===== config.mk =====
export PLATFORM = sky130hd
export DESIGN_NAME = printable_string_extractor
export DESIGN_NICKNAME = d
export VERILOG_FILES = /design/src/hdl/pse_pkg.sv /design/src/hdl/pse_fifo.sv /design/src/hdl/pse_front.sv /design/src/hdl/pse_back.sv /design/src/hdl/printable_string_extractor.sv
export SDC_FILE = /design/constraint.sdc
export NUM_CORES = 1
export LEC_CHECK = 0
export ABC_AREA = 1
export BUFFER_PORTS_ARGS = -buffer_cell sky130_fd_sc_hd__buf_2
export CORE_MARGIN = 1.5
export CORE_UTILIZATION = 57
export DETAILED_ROUTE_END_ITERATION = 12
export PLACE_DENSITY = 0.76
export SLEW_MARGIN = 15
export SYNTH_ARGS = -nofsm -noshare
export SYNTH_HDL_FRONTEND = slang
export SYNTH_SLANG_ARGS = --single-unit
export TNS_END_PERCENT = 20

===== constraint.sdc =====
create_clock -name clk -period 3.2 [get_ports clk]
set_input_delay 0.16 -clock clk [delete_from_list [all_inputs] [get_ports clk]]
set_output_delay 0.16 -clock clk [all_outputs]
set_load 0.03 [all_outputs]

===== src/hdl/pse_pkg.sv =====
// pse_pkg: shared constants for the printable string extractor
// register widths, reset values, register indexes, character bounds
// no dependencies
`default_nettype none

package pse_pkg;

    localparam int MIN_LEN_W      = 6;
    localparam int MAX_LEN_W      = 13;
    localparam int CFG_IDX_W      = 1;
    localparam int HOLD_DEPTH_DEF = 32;
    localparam int RUN_LIMIT_DEF  = 4096;
    localparam int QUEUE_DEPTH    = 4;

    localparam logic [MIN_LEN_W-1:0] MIN_LEN_RST = 6'd6;
    localparam logic [MAX_LEN_W-1:0] MAX_LEN_RST = 13'd4096;

    localparam logic [CFG_IDX_W-1:0] REG_MIN_LEN = 1'b0;
    localparam logic [CFG_IDX_W-1:0] REG_MAX_LEN = 1'b1;

    localparam logic [7:0] CHAR_LO   = 8'h20;
    localparam logic [7:0] CHAR_HI   = 8'h7E;
    localparam logic [7:0] CHAR_ZERO = 8'h00;

    // command word: store, emit, rel, mark, pos, last, chr
    function automatic int cmd_width(input int idx_w);
        return 4 + 2 * idx_w + 8;
    endfunction

endpackage

`default_nettype wire


===== src/hdl/pse_fifo.sv =====
// pse_fifo: small command queue between front and back parts
// depends on pse_pkg for the default depth
`default_nettype none

module pse_fifo #(
    parameter int WIDTH = 24,
    parameter int DEPTH = pse_pkg::QUEUE_DEPTH
) (
    input  wire logic             clk,
    input  wire logic             rst_n,
    input  wire logic             push,
    input  wire logic [WIDTH-1:0] push_data,
    input  wire logic             pop,
    output logic [WIDTH-1:0]      pop_data,
    output logic                  full,
    output logic                  empty
);
    import pse_pkg::*;

    localparam int PTR_W = $clog2(DEPTH);
    localparam int CNT_W = $clog2(DEPTH + 1);

    logic [WIDTH-1:0] slot_reg [DEPTH];
    logic [PTR_W-1:0] wr_ptr_reg, wr_ptr_next;
    logic [PTR_W-1:0] rd_ptr_reg, rd_ptr_next;
    logic [CNT_W-1:0] count_reg, count_next;

    assign full     = (count_reg == CNT_W'(DEPTH));
    assign empty    = (count_reg == '0);
    assign pop_data = slot_reg[rd_ptr_reg];

    always_comb
    begin
        wr_ptr_next = wr_ptr_reg;
        rd_ptr_next = rd_ptr_reg;
        count_next  = count_reg;
        if (push)
        begin
            wr_ptr_next = (wr_ptr_reg == PTR_W'(DEPTH - 1)) ? '0 : wr_ptr_reg + 1'b1;
        end
        if (pop)
        begin
            rd_ptr_next = (rd_ptr_reg == PTR_W'(DEPTH - 1)) ? '0 : rd_ptr_reg + 1'b1;
        end
        if (push && !pop)
        begin
            count_next = count_reg + 1'b1;
        end
        else if (pop && !push)
        begin
            count_next = count_reg - 1'b1;
        end
    end

    always_ff @(posedge clk or negedge rst_n)
    begin
        if (!rst_n)
        begin
            wr_ptr_reg <= '0;
            rd_ptr_reg <= '0;
            count_reg  <= '0;
        end
        else
        begin
            wr_ptr_reg <= wr_ptr_next;
            rd_ptr_reg <= rd_ptr_next;
            count_reg  <= count_next;
        end
    end

    always_ff @(posedge clk)
    begin
        if (push)
        begin
            slot_reg[wr_ptr_reg] <= push_data;
        end
    end

`ifndef SYNTHESIS
    assert property (@(posedge clk) disable iff (!rst_n) push |-> (!full || pop))
        else $error("pse_fifo: push into full queue");
    assert property (@(posedge clk) disable iff (!rst_n) pop |-> !empty)
        else $error("pse_fifo: pop from empty queue");
    assert property (@(posedge clk) disable iff (!rst_n) count_reg <= CNT_W'(DEPTH))
        else $error("pse_fifo: count beyond depth");
`endif

endmodule

`default_nettype wire


===== src/hdl/pse_front.sv =====
// pse_front: accepts bytes, tracks the run and issues commands to the back part
// depends on pse_pkg
`default_nettype none

module pse_front #(
    parameter int HOLD_DEPTH = pse_pkg::HOLD_DEPTH_DEF,
    parameter int RUN_LIMIT  = pse_pkg::RUN_LIMIT_DEF,
    parameter int CMD_W      = pse_pkg::cmd_width($clog2(HOLD_DEPTH))
) (
    input  wire logic                          clk,
    input  wire logic                          rst_n,
    input  wire logic                          s_tvalid,
    output logic                               s_tready,
    input  wire logic [7:0]                    s_tdata,   // data_byte
    input  wire logic                          s_tuser,   // flush
    input  wire logic [pse_pkg::MIN_LEN_W-1:0] min_len,
    input  wire logic [pse_pkg::MAX_LEN_W-1:0] max_len,
    input  wire logic                          queue_full,
    output logic                               push,
    output logic [CMD_W-1:0]                   cmd
);
    import pse_pkg::*;

    localparam int IDX_W = $clog2(HOLD_DEPTH);
    localparam int CNT_W = $clog2(RUN_LIMIT + 1);
    localparam int CMP_W = (CNT_W > MAX_LEN_W) ? CNT_W : MAX_LEN_W;

    typedef struct packed {
        logic             store;
        logic             emit;
        logic             rel;
        logic             mark;
        logic [IDX_W-1:0] pos;
        logic [IDX_W-1:0] last;
        logic [7:0]       chr;
    } cmd_t;

    logic [CNT_W-1:0] run_count_reg, run_count_next;
    logic             zero_skipped_reg, zero_skipped_next;

    logic [CNT_W-1:0] min_ext, mn, mx, rc_inc;
    logic [CMP_W-1:0] max_ext, mx_w;
    logic             accept, printable;
    cmd_t             c;

    assign s_tready  = !queue_full;
    assign accept    = s_tvalid && s_tready;
    assign printable = (s_tdata >= CHAR_LO) && (s_tdata <= CHAR_HI);
    assign rc_inc    = run_count_reg + 1'b1;

    always_comb
    begin
        min_ext = CNT_W'(min_len);
        if (min_ext == '0)
        begin
            mn = CNT_W'(1);
        end
        else if (min_ext > CNT_W'(HOLD_DEPTH))
        begin
            mn = CNT_W'(HOLD_DEPTH);
        end
        else
        begin
            mn = min_ext;
        end
        max_ext = CMP_W'(max_len);
        if (max_ext == '0)
        begin
            mx_w = CMP_W'(1);
        end
        else if (max_ext > CMP_W'(RUN_LIMIT))
        begin
            mx_w = CMP_W'(RUN_LIMIT);
        end
        else
        begin
            mx_w = max_ext;
        end
        mx = CNT_W'(mx_w);
    end

    always_comb
    begin
        run_count_next    = run_count_reg;
        zero_skipped_next = zero_skipped_reg;
        c                 = '0;
        c.chr             = s_tdata;
        c.pos             = run_count_reg[IDX_W-1:0];
        c.last            = IDX_W'(mn - CNT_W'(2));
        if (s_tuser)
        begin
            c.mark            = (run_count_reg >= mn);
            run_count_next    = '0;
            zero_skipped_next = 1'b0;
        end
        else if (printable)
        begin
            zero_skipped_next = 1'b0;
            c.store           = (run_count_reg < CNT_W'(HOLD_DEPTH));
            c.emit            = (rc_inc >= mn);
            c.rel             = (rc_inc == mn) && (mn > CNT_W'(1));
            if (rc_inc >= mx)
            begin
                c.mark         = (rc_inc >= mn);
                run_count_next = '0;
            end
            else
            begin
                run_count_next = rc_inc;
            end
        end
        else if ((s_tdata == CHAR_ZERO) && !zero_skipped_reg)
        begin
            zero_skipped_next = 1'b1;
        end
        else
        begin
            c.mark         = (run_count_reg >= mn);
            run_count_next = '0;
        end
    end

    assign push = accept && (c.store || c.emit || c.mark);
    assign cmd  = c;

    always_ff @(posedge clk or negedge rst_n)
    begin
        if (!rst_n)
        begin
            run_count_reg    <= '0;
            zero_skipped_reg <= 1'b0;
        end
        else if (accept)
        begin
            run_count_reg    <= run_count_next;
            zero_skipped_reg <= zero_skipped_next;
        end
    end

`ifndef SYNTHESIS
    assert property (@(posedge clk) disable iff (!rst_n) push |-> !queue_full)
        else $error("pse_front: command pushed while queue full");
`endif

endmodule

`default_nettype wire


===== src/hdl/pse_back.sv =====
// pse_back: executes commands, keeps held bytes and drives the output beat
// depends on pse_pkg
`default_nettype none

module pse_back #(
    parameter int HOLD_DEPTH = pse_pkg::HOLD_DEPTH_DEF,
    parameter int CMD_W      = pse_pkg::cmd_width($clog2(HOLD_DEPTH))
) (
    input  wire logic             clk,
    input  wire logic             rst_n,
    input  wire logic             cmd_valid,
    input  wire logic [CMD_W-1:0] cmd,
    output logic                  cmd_pop,
    output logic                  m_tvalid,
    input  wire logic             m_tready,
    output logic [7:0]            m_tdata,   // char_out
    output logic                  m_tlast    // end_marker
);
    import pse_pkg::*;

    localparam int IDX_W = $clog2(HOLD_DEPTH);

    typedef struct packed {
        logic             store;
        logic             emit;
        logic             rel;
        logic             mark;
        logic [IDX_W-1:0] pos;
        logic [IDX_W-1:0] last;
        logic [7:0]       chr;
    } cmd_t;

    typedef enum logic [3:0] {
        S_IDLE = 4'b0001,
        S_REL  = 4'b0010,
        S_CHAR = 4'b0100,
        S_MARK = 4'b1000
    } state_t;

    state_t           state_reg, state_next;
    logic [IDX_W-1:0] idx_reg, idx_next;
    logic [IDX_W-1:0] last_reg, last_next;
    logic [7:0]       chr_reg, chr_next;
    logic             mark_reg, mark_next;
    logic             out_valid_reg;
    logic [7:0]       out_data_reg;
    logic             out_last_reg;
    logic [7:0]       rd_data_reg;
    logic [7:0]       mem [HOLD_DEPTH];

    cmd_t             c;
    logic             load_ok, load, ld_last, mem_we;
    logic [7:0]       ld_data;
    logic [IDX_W-1:0] rd_addr;

    assign c        = cmd;
    assign load_ok  = !out_valid_reg || m_tready;
    assign m_tvalid = out_valid_reg;
    assign m_tdata  = out_data_reg;
    assign m_tlast  = out_last_reg;

    always_comb
    begin
        state_next = state_reg;
        idx_next   = idx_reg;
        last_next  = last_reg;
        chr_next   = chr_reg;
        mark_next  = mark_reg;
        cmd_pop    = 1'b0;
        load       = 1'b0;
        ld_data    = CHAR_ZERO;
        ld_last    = 1'b0;
        mem_we     = 1'b0;
        rd_addr    = idx_reg;
        case (state_reg)
            S_IDLE:
            begin
                if (cmd_valid && load_ok)
                begin
                    cmd_pop = 1'b1;
                    mem_we  = c.store;
                    if (c.rel)
                    begin
                        idx_next   = '0;
                        last_next  = c.last;
                        chr_next   = c.chr;
                        mark_next  = c.mark;
                        rd_addr    = '0;
                        state_next = S_REL;
                    end
                    else if (c.emit)
                    begin
                        load    = 1'b1;
                        ld_data = c.chr;
                        if (c.mark)
                        begin
                            state_next = S_MARK;
                        end
                    end
                    else if (c.mark)
                    begin
                        load    = 1'b1;
                        ld_last = 1'b1;
                    end
                end
            end
            S_REL:
            begin
                if (load_ok)
                begin
                    load    = 1'b1;
                    ld_data = rd_data_reg;
                    if (idx_reg == last_reg)
                    begin
                        state_next = S_CHAR;
                    end
                    else
                    begin
                        idx_next = idx_reg + 1'b1;
                        rd_addr  = idx_reg + 1'b1;
                    end
                end
            end
            S_CHAR:
            begin
                if (load_ok)
                begin
                    load       = 1'b1;
                    ld_data    = chr_reg;
                    state_next = mark_reg ? S_MARK : S_IDLE;
                end
            end
            S_MARK:
            begin
                if (load_ok)
                begin
                    load       = 1'b1;
                    ld_last    = 1'b1;
                    state_next = S_IDLE;
                end
            end
            default:
            begin
                state_next = S_IDLE;
            end
        endcase
    end

    always_ff @(posedge clk or negedge rst_n)
    begin
        if (!rst_n)
        begin
            state_reg     <= S_IDLE;
            idx_reg       <= '0;
            last_reg      <= '0;
            mark_reg      <= 1'b0;
            out_valid_reg <= 1'b0;
        end
        else
        begin
            state_reg <= state_next;
            idx_reg   <= idx_next;
            last_reg  <= last_next;
            mark_reg  <= mark_next;
            if (load)
            begin
                out_valid_reg <= 1'b1;
            end
            else if (m_tready)
            begin
                out_valid_reg <= 1'b0;
            end
        end
    end

    always_ff @(posedge clk)
    begin
        chr_reg <= chr_next;
        if (load)
        begin
            out_data_reg <= ld_data;
            out_last_reg <= ld_last;
        end
    end

    // held byte store: one write port, one registered read port
    always_ff @(posedge clk)
    begin
        if (mem_we)
        begin
            mem[c.pos] <= c.chr;
        end
        rd_data_reg <= mem[rd_addr];
    end

`ifndef SYNTHESIS
    assert property (@(posedge clk) disable iff (!rst_n)
        (m_tvalid && m_tlast) |-> (m_tdata == CHAR_ZERO))
        else $error("pse_back: end marker beat carries a character");
    assert property (@(posedge clk) disable iff (!rst_n)
        (state_reg == S_REL && load_ok && idx_reg == last_reg) |=> (state_reg == S_CHAR))
        else $error("pse_back: release did not finish with the current byte");
`endif

endmodule

`default_nettype wire


===== src/hdl/printable_string_extractor.sv =====
// path: a passed byte or end marker goes through the command queue and the output register,
// the first byte of a release also through the registered read of the held byte store
// throughput: one input beat per cycle while the command queue is not full; a release of held
// bytes keeps the back part busy in its release and current-byte states and an end marker after
// a byte in its marker state, the 4-entry command queue absorbing this before the input stalls
// reset: asynchronous, clears run state, queue and output; min_len 6, max_len 4096;
// the held byte store is not cleared
`default_nettype none

module printable_string_extractor #(
    parameter int HOLD_DEPTH = pse_pkg::HOLD_DEPTH_DEF,
    parameter int RUN_LIMIT  = pse_pkg::RUN_LIMIT_DEF
) (
    input  wire logic                          clk,
    input  wire logic                          rst_n,
    input  wire logic                          s_tvalid,
    output logic                               s_tready,
    input  wire logic [7:0]                    s_tdata,   // data_byte
    input  wire logic                          s_tuser,   // flush
    output logic                               m_tvalid,
    input  wire logic                          m_tready,
    output logic [7:0]                         m_tdata,   // char_out
    output logic                               m_tlast,   // end_marker
    input  wire logic                          cfg_we,
    input  wire logic [pse_pkg::CFG_IDX_W-1:0] cfg_index,
    input  wire logic [pse_pkg::MAX_LEN_W-1:0] cfg_data
);
    import pse_pkg::*;

    localparam int CMD_W = cmd_width($clog2(HOLD_DEPTH));

    logic [MIN_LEN_W-1:0] min_len_reg;
    logic [MAX_LEN_W-1:0] max_len_reg;
    logic                 queue_full, queue_empty, push, pop;
    logic [CMD_W-1:0]     push_cmd, pop_cmd;

    always_ff @(posedge clk or negedge rst_n)
    begin
        if (!rst_n)
        begin
            min_len_reg <= MIN_LEN_RST;
            max_len_reg <= MAX_LEN_RST;
        end
        else if (cfg_we)
        begin
            case (cfg_index)
                REG_MIN_LEN: min_len_reg <= cfg_data[MIN_LEN_W-1:0];
                REG_MAX_LEN: max_len_reg <= cfg_data;
                default:     ;
            endcase
        end
    end

    pse_front #(
        .HOLD_DEPTH (HOLD_DEPTH),
        .RUN_LIMIT  (RUN_LIMIT),
        .CMD_W      (CMD_W)
    ) u_front (
        .clk        (clk),
        .rst_n      (rst_n),
        .s_tvalid   (s_tvalid),
        .s_tready   (s_tready),
        .s_tdata    (s_tdata),
        .s_tuser    (s_tuser),
        .min_len    (min_len_reg),
        .max_len    (max_len_reg),
        .queue_full (queue_full),
        .push       (push),
        .cmd        (push_cmd)
    );

    pse_fifo #(
        .WIDTH (CMD_W),
        .DEPTH (QUEUE_DEPTH)
    ) u_fifo (
        .clk       (clk),
        .rst_n     (rst_n),
        .push      (push),
        .push_data (push_cmd),
        .pop       (pop),
        .pop_data  (pop_cmd),
        .full      (queue_full),
        .empty     (queue_empty)
    );

    pse_back #(
        .HOLD_DEPTH (HOLD_DEPTH),
        .CMD_W      (CMD_W)
    ) u_back (
        .clk       (clk),
        .rst_n     (rst_n),
        .cmd_valid (!queue_empty),
        .cmd       (pop_cmd),
        .cmd_pop   (pop),
        .m_tvalid  (m_tvalid),
        .m_tready  (m_tready),
        .m_tdata   (m_tdata),
        .m_tlast   (m_tlast)
    );

endmodule

`default_nettype wire

Word-level counts from Yosys, hierarchy flattened
Memories as Yosys holds them, arrays and structs flattened. A register that Yosys moved wholly into a read port is not among the register bits.
Cells that the tools add are included.
Widths: inputs -> output; s select.
{ "op_classes": {"addsub": 7, "n_reduce_logical": 31, "muxes": 62, "bitwise": 1, "order_cmp": 9, "eq_ne": 17} }
{ "op_table": {"columns": ["operator", "count"], "rows": [
  ["$mux 13", 6],
  ["$mux 8", 5],
  ["$mux 4", 9],
  ["$ge 13x6->1", 2],
  ["$mux 1", 25],
  ["$pmux 8 s3", 1],
  ["$mux 5", 4],
  ["$pmux 4 s4", 1],
  ["$add 13x1->13 const B", 1],
  ["$eq 13x6->1", 1],
  ["$ge 13x13->1", 1],
  ["$gt 13x13->1 const B", 1],
  ["$logic_not 13->1", 1],
  ["$lt 13x6->1 const B", 1],
  ["$mux 3", 4],
  ["$mux 6", 2],
  ["$ne 2x1->1 const B", 5],
  ["$pmux 5 s2", 1],
  ["$ge 8x6->1 const B", 1],
  ["$le 8x7->1 const B", 1],
  ["$logic_and 1x1->1", 8],
  ["$logic_not 8->1", 1],
  ["$reduce_and 2->1", 4],
  ["$reduce_and 7->1", 1],
  ["27 further kinds", 40]
]} }
{ "word_totals": {"elab_cells": 144, "mem_bits_rw": 344, "output_inout_bits": 11, "inputBits": 28, "register_bits": 73, "mem_count": 2} }
{ "memory_table": {"columns": ["memory", "depth", "word_bits", "read_ports", "rd_ports_with_merged_regs", "wr", "line_no", "rtl"], "rows": [
  ["u_back.mem", 32, 8, 1, 1, 1, "pse_back.sv:49", "logic [7:0] mem [HOLD_DEPTH];"],
  ["u_fifo.slot_reg", 4, 22, 1, 0, 1, "pse_fifo.sv:23", "logic [WIDTH-1:0] slot_reg [DEPTH];"]
]} }

Logic depth before layout (Yosys ltp)
{ "depth": {"depth_word": 14, "depth_mapped": 24, "depth_no_buf": 24} }

By module
From an unflattened synthesis, not the netlist that was laid out.
{ "unflattened": {"hier_cells": 1932, "hier_area_um2": 19932.9} }
{ "modules_own_cells": {"columns": ["module", "seq_area_each_um2", "area_per_inst_um2", "cells_each", "n_inst"], "rows": [
  ["pse_back", 8759.7, 13228.9, 1227, 1],
  ["pse_fifo", 2817.7, 3948.8, 308, 1],
  ["pse_front", 350.3, 1989.4, 313, 1],
  ["printable_string_extractor", 479.2, 765.7, 84, 1]
]} }

Least setup slack after synthesis
OpenSTA, ideal clock, no wires.
{ "synth_path": {"path_type": "flip-flop to flip-flop", "start": "reg u_front.run_count_reg[0]", "end": "mem u_fifo.slot_reg[3][0] (netlist name), enable pin", "required_time_ps": 2799, "arrival_time_ps": 3060, "period_less_slack_ps": 3461, "n_path_buf": 0, "path_stages_with_launch": 19, "setup_ps": 401, "slack_ps": -261, "cell_sequence": "dfrtp_1 ha_1 nand2_1 inv_1 nand2_1 nand2_1 o21ai_0 inv_1 ha_1 nand2_1 nor4_1 a211oi_1 o21ai_0 nand2_1 nand3_1 nand2_1 nand2_2 nand2_4 nor2_1"} }
{ "synth_between": {"elab_chain_cells": 9, "elab_cells_between_ends": 16, "classes_between": "add/sub: 1; order compare: 4; mux: 8; reduce/logical: 3"} }
{ "synth_rtl": {"columns": ["item", "line_no", "rtl"], "rows": [
  ["start: declaration", "pse_front.sv:38", "logic [CNT_W-1:0] run_count_reg, run_count_next;"],
  ["start signal: assignment", "pse_front.sv:135", "run_count_reg <= run_count_next;"],
  ["$add 13x1->13", "pse_front.sv:49", "assign rc_inc = run_count_reg + 1'b1;"],
  ["$ge 13x6->1 or $ge 13x13->1 (tied branches)", "pse_front.sv:100, pse_front.sv:104, pse_front.sv:102", null],
  ["$mux 1 or $mux 3 (tied branches)", "pse_front.sv:102, pse_front.sv:96", null],
  ["$mux 1 or $mux 3 (tied branches)", "pse_front.sv:96, pse_front.sv:90", null],
  ["$mux 1 or $logic_or 1x1->1 (tied branches)", "pse_front.sv:90, pse_front.sv:123", null],
  ["$logic_or 1x1->1 *", "pse_front.sv:123", "assign push = accept && (c.store || c.emit || c.mark);"],
  ["$logic_and 1x1->1 *", "pse_front.sv:123", null],
  ["$mux 1 *", "pse_fifo.sv:73", "if (push)"],
  ["$mux 1 (not written as such) *", "pse_fifo.sv:75", "slot_reg[wr_ptr_reg] <= push_data;"],
  ["end: declaration", "pse_fifo.sv:23", null]
]} }
Every way passes the cells marked *; elsewhere a longest branch is shown, timed or not.

Worst setup path after layout
{ "layout_path": {"start": "reg u_front.run_count_reg[0]", "end": "reg u_front.run_count_reg[2]"} }
{ "layout_between": {"elab_chain_cells": 5} }
{ "layout_rtl": {"columns": ["item", "line_no", "rtl"], "rows": [
  ["$add 13x1->13 *", "pse_front.sv:49", null],
  ["$ge 13x13->1", "pse_front.sv:102", "if (rc_inc >= mx)"],
  ["$mux 13 *", "pse_front.sv:102", null],
  ["$mux 13 *", "pse_front.sv:96", "else if (printable)"],
  ["$mux 13 *", "pse_front.sv:90", "if (s_tuser)"]
]} }
Marked as above.
A chain may end at the register's enable or synchronous reset.

==> impl_metrics.tcl <==
set metrics [dict create \
    outcome "finished with violations" \
    violations "negative setup slack" \
    layout_setup_ws_ps -137 \
    grt_usage_pct 26.9 \
    multi_input_area_mm2 0.00598 \
    drive_above_1_share_pct 17.6 \
    finalHoldViolCount 0 \
    relSlewSlack_pct 35.4 \
    synth_common_cells "edfxtp_1, nand2_1, nand3_1, inv_1, nor2_1" \
    synthTopCellsByArea "edfxtp_1, nand3_1, dfrtp_1, nand2_1, inv_1" \
    setup_viol 19 \
    fin_skew_ps 24.6 \
    use_met3_pct 3.91 \
    clock_sinks 425 \
    yosysSeqAreaShare_pct 63.9 \
    syn2layout_area_growth_pct 18.4 \
    die_w_um 188 \
    grt_pass1_vias 14000 \
    drt_iter0_drc 1628 \
    place_hpwl_mm 29.1 \
    firstDrtPassIters 7 \
    synth_area_per_cell_um2 10.7 \
    crit_chain "ha_2 > nand2_2 > buf_6 > buf_6 > nor2_4 > nand4_1 > nor2_2 > nand3_2 > xor2_2 > inv_2 > ha_4 > a21oi_1 > o21ai_0 > a21oi_1 > nand3_1 > nand3b_1 > buf_6 > o22ai_2" \
    p_leak_nw 9.46 \
    vias_per_cell 5.78 \
    synth_edf_count 361 \
    cp_top_family "simple AND/OR/NAND/NOR gates" \
    yosysMostFrequentCell "edfxtp_1" \
    syn_nets 1884 \
    grtUsageMet2_pct 46.0 \
    crit_path_start_kind "flip-flop" \
    yosysTopAreaCell "edfxtp_1" \
    crit_top_cell "buf_6" \
    netlist_area_mm2 0.0194 \
    fin_crit_ps 3340 \
    cts_buffers 44 \
    cts_max_level 2 \
    overflow 0 \
    cts_root_buffer "clkbuf_16" \
    slew_viol_final 0 \
    grt_pass1_wl_mm 74.2 \
    synth-main-ff-cell "edfxtp_1" \
    antenna_cells 0 \
    rsz0062_at_grt "yes" \
    critPathBufInv 4 \
    cp-end-kind "flip-flop" \
    coreArea_mm2 0.0335 \
    rows 67 \
    gp_congestion 0.911 \
    cpPeakStageDelay_ps 360 \
    routed_wl_mm 48.2 \
    postRouteAntennaNets 0 \
    die_y_um 188 \
    io_buffers 38 \
    cts_tree "yes" \
    synth_cells 1821 \
    fin_crit_sh_pct 104 \
    drv_cap 0 \
    grt-busiest-layer "met2" \
    async_flop_share_pct 13.2 \
    drt_drc_violations_left 0 \
    grt_use_met1_pct 34.5 \
    ys_types 51 \
    crit_slowest_cell "dfrtp_1" \
    fin_nets 2052 \
    ys.warnings.count 0 \
    grt_max_degree 55 \
    start_util_pct 57.9 \
    crit_required_ps 3660 \
    ir_worst_vdd_v 0.000694 \
    worstHoldPathType "in -> reg" \
    ios 39 \
    fillers 2303 \
    largest_reg_flops 256 \
    cp_max_fo 7 \
    grt_antenna_before_repair 0 \
    die_area_mm2 0.0352 \
    synth.top_cell.area_share_pct 55.8 \
    cts_max_path_buffers 3 \
    clkLatencyLatePin_ps 560 \
    vias 14300 \
    cts.clk_slew.worst_paths_ps 60 \
    powerDensity_mw_per_mm2 855 \
    tightest_slew_ps 969 \
    fmax_mhz 300 \
    wl_per_cell_um 19.5 \
    ys_ff_latch 425 \
    post-route-util_pct 68.6 \
    final-seq-area_mm2 0.0124 \
    total_power_w 0.0196 \
    hold_slack_ps 15.6 \
    crit_type "reg -> reg" \
    critPathArrivalTime_ps 3800 \
]
-- power breakdown --
group | switching [W] | total [W] | internal [W] | leakage, nW
Sequential | 0.000233 | 0.00769 | 0.00745 | 4.04
Clock | 0.00207 | 0.00507 | 0.00300 | 0.690
Combinational | 0.00498 | 0.00689 | 0.00191 | 4.73
Total | 0.00728 | 0.0196 | 0.0124 | 9.46
-- kinds of logic after synthesis --
logic type / Yosys count / synth area share (%)
adder cells (fa/ha/maj): 35 / 2.29
XOR/XNOR: 11 / 0.535
AO/OA/AOI/OAI: 137 / 4.13
multiplexers: 6 / 0.348
AND/OR/NAND/NOR: 877 / 21.7
flip-flops: 425 / 63.9
buffers and inverters: 330 / 7.09
-- worst paths after layout --
| check | startpoint | to | slack, ps | depth (start not counted) |
|---|---|---|---|---|
| setup reg to reg | u_front.run_count_reg[0]$_DFFE_PN0P_ | u_front.run_count_reg[2]$_DFFE_PN0P_ | -140 | 18 |
| hold / removal | m_tready | u_back.state_reg[1]$_DFFE_PN0P_ | 20 | 4 |
| max in group asynchronous | rst_n | min_len_reg[2]$_DFFE_PN1P_ | 1990 | 3 |
| setup / recovery | u_front.run_count_reg[0]$_DFFE_PN0P_ | u_front.run_count_reg[2]$_DFFE_PN0P_ | -140 | 18 |
| min in group asynchronous | rst_n | u_fifo.count_reg[0]$_DFFE_PN0P_ | 320 | 2 |
| hold reg to reg | u_front.zero_skipped_reg$_DFFE_PN0P_ | u_front.zero_skipped_reg$_DFFE_PN0P_ | 520 | 2 |
-- through the flow --
step	setup WS (ps)	std cells	cell area [um^2]	TNS [ps]
4_1_cts	-14.1	2464	22700	-14.1
3_3_place_gp	-235	2336	20800	-237
6_report	-137	2472	23000	-1880
2_1_floorplan	-261	1821	19400	-22960
3_5_place_dp	-315	2336	20800	-441
5_1_grt	-359	2472	23000	-10280
-- repair_timing --
action                     in CTS  in global routing
resized for setup              21                 57
setup endpoints to repair       2                107
hold endpoints to repair       88                  0
setup buffers                  24                 10
cloned                          0                  1
pin swaps                      13                 22
hold buffers                   23                  0
-- metal layers --
layer,vias up,routed length (um)
met5,-,0
met4,0,1970
met3,135,3220
met2,632,24000
met1,6933,19000
li1,6580,-
-- tightest hold or removal path, stage by stage --
cell	delay (ps)
buf_2	80
nor2_2	60
o21ai_0	150
nand2_1	60
-- final cells by class --
cell class / instances / share of cell area, %
Sequential cell: 425 / 54.0
Multi-Input combinational cell: 1066 / 26.0
Timing Repair Buffer: 207 / 7.31
Clock buffer: 61 / 5.34
Inverter: 245 / 4.03
Tap cell: 448 / 2.44
Clock inverter: 20 / 0.893
-- placed cells by master (no fill, tap or decap), drive strengths merged, types with 6 or more instances in the layout --
master	instances
nor2	117
nand2	330
a32oi	7
edfxtp	361
nand3	302
clkinv	18
clkbuf	61
mux2	6
a21oi	27
nor3	6
ha	34
dlygate4sd3	23
dfrtp	52
nand3b	106
xor2	8
nand4	7
nor4	7
o22ai	24
o21ai	67
inv	241
dfxtp	8
buf	184
No activity file was read; power rests on OpenSTA's default activity.
